### config.mk
export PLATFORM = sky130hd
export DESIGN_NAME = instruction_pair_classifier_unit
export DESIGN_NICKNAME = d
export VERILOG_FILES = /design/src/rtl/core/ipc_pkg.sv /design/src/rtl/core/ipc_decode.sv /design/src/rtl/core/instruction_pair_classifier_unit.sv
export SDC_FILE = /design/constraint.sdc
export NUM_CORES = 1
export LEC_CHECK = 0
export BUFFER_PORTS_ARGS = -buffer_cell sky130_fd_sc_hd__buf_2
export CAP_MARGIN = 0
export CORE_ASPECT_RATIO = 0.6
export CORE_MARGIN = 2
export CORE_UTILIZATION = 50
export DETAILED_ROUTE_END_ITERATION = 16
export GPL_TIMING_DRIVEN = 1
export PLACE_DENSITY = 0.84
export SKIP_CTS_REPAIR_TIMING = 1
export SLEW_MARGIN = 25
export SYNTH_ARGS = -nofsm -noshare
export SYNTH_HDL_FRONTEND = slang
export SYNTH_SLANG_ARGS = --single-unit
### constraint.sdc
create_clock -name clock -period 4.69 [get_ports clock]
set_input_delay 0.938 -clock clock [delete_from_list [all_inputs] [get_ports clock]]
set_output_delay 0.938 -clock clock [all_outputs]
set_load 0.05 [all_outputs]
### src/rtl/core/ipc_pkg.sv
// ipc_pkg: shared types and opcode constants for the instruction pair classifier
package ipc_pkg;

   localparam int unsigned KIND_W = 14;
   localparam int unsigned REG_W  = 5;

   // kind code form bits
   localparam int unsigned FORM_OP4_BIT = 12;
   localparam int unsigned FORM_ESC_BIT = 13;

   // op6 codes
   localparam logic [5:0] OP6_ESCAPE    = 6'h3F;
   localparam logic [5:0] OP6_IMM5_LO   = 6'h10;
   localparam logic [5:0] OP6_IMM5_HI   = 6'h17;
   localparam logic [5:0] OP6_ARITH_LO  = 6'h30;
   localparam logic [5:0] OP6_ARITH_HI  = 6'h37;
   localparam logic [5:0] OP6_MEM_LO    = 6'h38;
   localparam logic [5:0] OP6_MEM_HI    = 6'h3B;
   localparam logic [5:0] OP6_ST_DISP_A = 6'h3A;
   localparam logic [5:0] OP6_ST_DISP_B = 6'h3B;

   // op4 codes
   localparam logic [3:0] OP4_SHORT_LO = 4'h6;
   localparam logic [3:0] OP4_LOAD_A   = 4'h6;
   localparam logic [3:0] OP4_LOAD_B   = 4'h8;
   localparam logic [3:0] OP4_LDST     = 4'hA;
   localparam logic [3:0] OP4_BRANCH   = 4'hB;

   typedef struct packed {
      logic [KIND_W-1:0] kind_code;
      logic [REG_W-1:0]  dest_reg;
      logic              src1_valid;
      logic [REG_W-1:0]  src1_reg;
      logic              src2_valid;
      logic [REG_W-1:0]  src2_reg;
      logic              is_memory;
      logic              is_arith;
   } decode_type;

endpackage

### src/rtl/core/ipc_decode.sv
// ipc_decode: combinational decode of one instruction word into class fields
module ipc_decode
   import ipc_pkg::*;
(
   input  logic [31:0] insn_word,
   output decode_type  result
);

   logic [15:0] half;
   logic [5:0]  op6;
   logic [3:0]  op4;
   logic [4:0]  reg1;
   logic [4:0]  reg2;
   logic [4:0]  sub_op;
   logic        short_form;
   logic        short_load;
   logic        escape;
   logic        imm5_form;
   logic [KIND_W-1:0] kind;

   assign half   = insn_word[15:0];
   assign op6    = half[10:5];
   assign op4    = half[10:7];
   assign reg1   = half[4:0];
   assign reg2   = half[15:11];
   assign sub_op = insn_word[20:16];

   assign short_form = (op4 >= OP4_SHORT_LO) && (op4 <= OP4_BRANCH);
   assign short_load = (op4 == OP4_LOAD_A) || (op4 == OP4_LOAD_B) ||
                       ((op4 == OP4_LDST) && !half[0]);
   assign escape     = !short_form && (op6 == OP6_ESCAPE);
   assign imm5_form  = (op6 >= OP6_IMM5_LO) && (op6 <= OP6_IMM5_HI);

   always_comb begin
      kind = '0;
      if (short_form) begin
         kind[FORM_OP4_BIT] = 1'b1;
         kind[8:5]          = op4;
         if (op4 == OP4_BRANCH) begin
            kind[3:0] = half[3:0];
         end else if (op4 == OP4_LDST) begin
            kind[0] = half[0];
         end
      end else if (escape) begin
         kind[FORM_ESC_BIT] = 1'b1;
         kind[10:6]         = sub_op;
         kind[5:0]          = OP6_ESCAPE;
      end else begin
         kind[5:0] = op6;
      end
   end

   always_comb begin
      result           = '0;
      result.kind_code = kind;

      if (short_form) begin
         result.dest_reg = short_load ? reg2 : '0;
      end else if ((op6 == OP6_ST_DISP_A) || (op6 == OP6_ST_DISP_B)) begin
         result.dest_reg = '0;
      end else begin
         result.dest_reg = reg2;
      end

      result.src1_valid = !(short_form || imm5_form);
      result.src1_reg   = result.src1_valid ? reg1 : '0;

      if (short_form) begin
         result.src2_valid = !short_load;
      end else begin
         result.src2_valid = (op6 <= OP6_IMM5_HI) ||
                             ((op6 >= OP6_MEM_LO) && (op6 <= OP6_MEM_HI));
      end
      result.src2_reg = result.src2_valid ? reg2 : '0;

      // op6 memory range never overlaps the op4 short forms
      result.is_memory = (short_form && (op4 <= OP4_LDST)) ||
                         ((op6 >= OP6_MEM_LO) && (op6 <= OP6_MEM_HI));
      result.is_arith  = (op6 <= OP6_IMM5_HI) ||
                         ((op6 >= OP6_ARITH_LO) && (op6 <= OP6_ARITH_HI));
   end

endmodule

### src/rtl/core/instruction_pair_classifier_unit.sv
// instruction_pair_classifier_unit: registered decoder of 32-bit instruction words
//
// req channel: one 32-bit instruction word per transaction (req_valid/req_ready).
// rsp channel: kind code, destination register, two source registers with valid
// flags and the memory / arithmetic class flags (rsp_valid/rsp_ready).
// Each word is captured in an input register, decoded by a short combinational
// path and lands in the result register.
// Throughput is one transaction per cycle while rsp_ready stays high; the rate
// is set by the two-register pipeline, each stage moving once per cycle.
// When the receiver stalls, the result register holds its transaction and the
// input register can still take one more word; req_ready drops only once both
// stages are full.
// Synchronous reset empties both stages; no transaction is presented until a
// new word is accepted after reset. Payload registers are not reset.
module instruction_pair_classifier_unit
   import ipc_pkg::*;
(
   input  logic              clock,
   input  logic              reset,
   input  logic              req_valid,
   output logic              req_ready,
   input  logic [31:0]       req_insn_word,
   output logic              rsp_valid,
   input  logic              rsp_ready,
   output logic [KIND_W-1:0] rsp_kind_code,
   output logic [REG_W-1:0]  rsp_dest_reg,
   output logic              rsp_src1_valid,
   output logic [REG_W-1:0]  rsp_src1_reg,
   output logic              rsp_src2_valid,
   output logic [REG_W-1:0]  rsp_src2_reg,
   output logic              rsp_is_memory,
   output logic              rsp_is_arith
);

   logic        in_valid_ff;
   logic        in_valid_in;
   logic [31:0] word_ff;
   logic        out_valid_ff;
   logic        out_valid_in;
   decode_type  result_ff;
   decode_type  decoded;
   logic        out_advance;
   logic        in_take;

   ipc_decode u_decode (
      .insn_word (word_ff),
      .result    (decoded)
   );

   // result stage may load when empty or when its transaction leaves this cycle
   assign out_advance = !out_valid_ff || rsp_ready;
   assign req_ready   = !in_valid_ff || out_advance;
   assign in_take     = req_valid && req_ready;

   assign in_valid_in  = in_take || (in_valid_ff && !out_advance);
   assign out_valid_in = out_advance ? in_valid_ff : out_valid_ff;

   always_ff @(posedge clock) begin
      if (reset) begin
         in_valid_ff  <= 1'b0;
         out_valid_ff <= 1'b0;
      end else begin
         in_valid_ff  <= in_valid_in;
         out_valid_ff <= out_valid_in;
      end
   end

   always_ff @(posedge clock) begin
      if (in_take) begin
         word_ff <= req_insn_word;
      end
      if (out_advance && in_valid_ff) begin
         result_ff <= decoded;
      end
   end

   assign rsp_valid      = out_valid_ff;
   assign rsp_kind_code  = result_ff.kind_code;
   assign rsp_dest_reg   = result_ff.dest_reg;
   assign rsp_src1_valid = result_ff.src1_valid;
   assign rsp_src1_reg   = result_ff.src1_reg;
   assign rsp_src2_valid = result_ff.src2_valid;
   assign rsp_src2_reg   = result_ff.src2_reg;
   assign rsp_is_memory  = result_ff.is_memory;
   assign rsp_is_arith   = result_ff.is_arith;

endmodule

==> results.sh <==
export IMPL_outcome="finished clean"
export IMPL_timing_final_crit_share_pct=57.3
export IMPL_grt_max_degree=33
export IMPL_largest_register_ffs=21
export IMPL_synthTopCellsByArea="edfxtp_1, and2_1, nand2_1, dfxtp_1, nor2_1"
export IMPL_seq_area_frac_synth_pct=78.2
export IMPL_busiest_layer="met2"
export IMPL_clkLatencyLatePin_ns=0.30
export IMPL_synthDistinctLibCells=29
export IMPL_synth_top_area_share_pct=76.3
export IMPL_crit_path_max_fanout=4
export IMPL_leakagePower_nw=1.02
export IMPL_yosys_area_top_type="edfxtp_1"
export IMPL_cts_max_path_buffers=2
export IMPL_ctsRootBufferMaster="clkbuf_8"
export IMPL_cts_sinks=55
export IMPL_grt_util_met3_pct=4.91
export IMPL_grt_total_usage_pct=16.6
export IMPL_synth_most_common_cell="edfxtp_1"
export IMPL_multiInputGateArea_um2=415
export IMPL_fillers=305
export IMPL_vias=1238
export IMPL_peakVddDrop_v=0.000251
export IMPL_syn2layout_area_growth_pct=22.5
export IMPL_instances_no_fill=243
export IMPL_arrival_ns=1.75
export IMPL_drcViolationCount=0
export IMPL_final_antenna_net_count=0
export IMPL_period_minus_slack_ns=2.69
export IMPL_die_y_um=54.0
export IMPL_antenna_found_initial=0
export IMPL_syn_avg_cell_area_um2=15.8
export IMPL_diodes=0
export IMPL_syn_cell_area_um2=2090
export IMPL_finalSetupTns_ns=0
export IMPL_htree_levels=2
export IMPL_start_kind="primary input"
export IMPL_vias_per_cell=5.09
export IMPL_ios=71
export IMPL_portBuffers=58
export IMPL_routedWlPerCell_um=15.3
export IMPL_gr_total_overflow=0
export IMPL_end_kind="output port"
export IMPL_initial_core_util_pct=51.5
export IMPL_totalWireLength_um=3720
export IMPL_nets=228
export IMPL_place_inst=235
export IMPL_die_w_um=87.4
export IMPL_coreArea_um2=4050
export IMPL_p_per_area_nw_per_um2=417
export IMPL_hp_class="flop to flop"
export IMPL_gp_congestion=0.717
export IMPL_drv_cap=0
export IMPL_fmax_mhz=372
export IMPL_drive_gt1_share_pct=36.8
export IMPL_fp_dieArea_um2=4720
export IMPL_regMostFlops="word_ff"
export IMPL_synth_main_ff_cell="edfxtp_1"
export IMPL_syn_nets=168
export IMPL_finalSetupViolCount=0
export IMPL_cts_tree="done"
export IMPL_synth_edf_count=53
export IMPL_drtIter0Drc=126
export IMPL_grt_pass1_vias=1169
export IMPL_async_flop_share_pct=0
export IMPL_cp_data_required_time_ns=3.75
export IMPL_rows=18
export IMPL_slew_violations=0
export IMPL_rsz0062_at_grt="false"
export IMPL_yosys_warnings=0
export IMPL_syn_instance_count=132
export IMPL_relSlewSlack_pct=55.1
export IMPL_synth_common_cells="edfxtp_1, and2_1, nand2_1"
export IMPL_use_met1_pct=22.0
export IMPL_skew_ns=0.00839
export IMPL_grt_pass1_wl_um=5620
export IMPL_clk_pin_slew_ns=0.09
export IMPL_ys_seq_elements=55
export IMPL_use_met2_pct=26.3
export IMPL_drtPass1Iterations=4
export IMPL_place_hpwl_um=2660
export IMPL_seqCellArea_um2=1630
export IMPL_hold_viol=0
export IMPL_worstMarginPinSlew_ns=0.673
export IMPL_cts_buffers=5
export IMPL_crit_type="primary input to output port"
## layout by cell type (no fill, tap or decap), drive strengths merged, types with 2 or more instances in the layout
| cell type | instances |
|---|---|
| a311oi | 2 |
| nor2b | 3 |
| mux2i | 2 |
| clkbuf | 6 |
| edfxtp | 53 |
| nand3b | 2 |
| dfxtp | 2 |
| and2 | 12 |
| nand2 | 12 |
| nor2 | 10 |
| a21oi | 5 |
| o21ai | 4 |
| buf | 59 |
| bufinv | 2 |
| inv | 4 |
| a21o | 2 |
## worst max-delay path: stages
cell and delay (ns):
buf_2 0.10, nor2b_1 0.34, nand2_1 0.14, buf_2 0.23
## power breakdown
part	internal, W	switching, W
combinational	0.0000323	0.0000904
sequential	0.000572	0.0000157
clock	0.000213	0.000142
total	0.000817	0.000248
## cells by family after synthesis
family,Yosys count,synth area share [%]
simple gates,44,11.0
flops,55,78.2
buf+inv,10,2.52
other cells,1,0.180
compound gates,19,6.66
mux,2,0.960
xor+xnor,1,0.420
## layout make-up
class,instances,area share (%)
repair buffers,59,11.7
inverters,4,0.588
clock inverters,2,2.35
well taps,50,2.45
clock buffers,6,2.84
multi-input cells,67,16.3
flip-flops and latches,55,63.9
## path summary, 6_finish.rpt
check,start,endpoint,slack [ns],cells past startpoint
max,rsp_ready,req_ready,2.00,4
min,word_ff[20]$_DFFE_PP_,rsp_kind_code[10]$_SDFFCE_PP0P_,0.52,1
max reg2reg,word_ff[9]$_DFFE_PP_,rsp_src2_reg[4]$_SDFFCE_PN0P_,2.94,3
min reg2reg,word_ff[20]$_DFFE_PP_,rsp_kind_code[10]$_SDFFCE_PP0P_,0.52,1
## metrics by stage
| step | power (W) | hold slack [ns] | setup WS (ns) | util (%) | instance area [um2] |
|---|---|---|---|---|---|
| 2_1_floorplan | 0.000686 | 0.478 | 1.81 | - | 2090 |
| 3_3_place_gp | 0.000716 | 0.500 | 2.12 | 59.6 | 2410 |
| 3_5_place_dp | 0.000721 | 0.503 | 2.00 | 59.8 | 2420 |
| 4_1_cts | 0.00107 | 0.524 | 2.00 | 63.0 | 2550 |
| 5_1_grt | 0.00111 | 0.553 | 1.91 | 63.0 | 2550 |
| 6_report | 0.00106 | 0.522 | 2.00 | 63.0 | 2550 |
## routing by layer
| metal | share of wire, % | vias up |
|---|---|---|
| li1 | - | 599 |
| met1 | 43 | 596 |
| met2 | 50 | 38 |
| met3 | 5.8 | 5 |
| met4 | 0.78 | 0 |
| met5 | 0 | - |
Power figures use the tool's default switching activity.
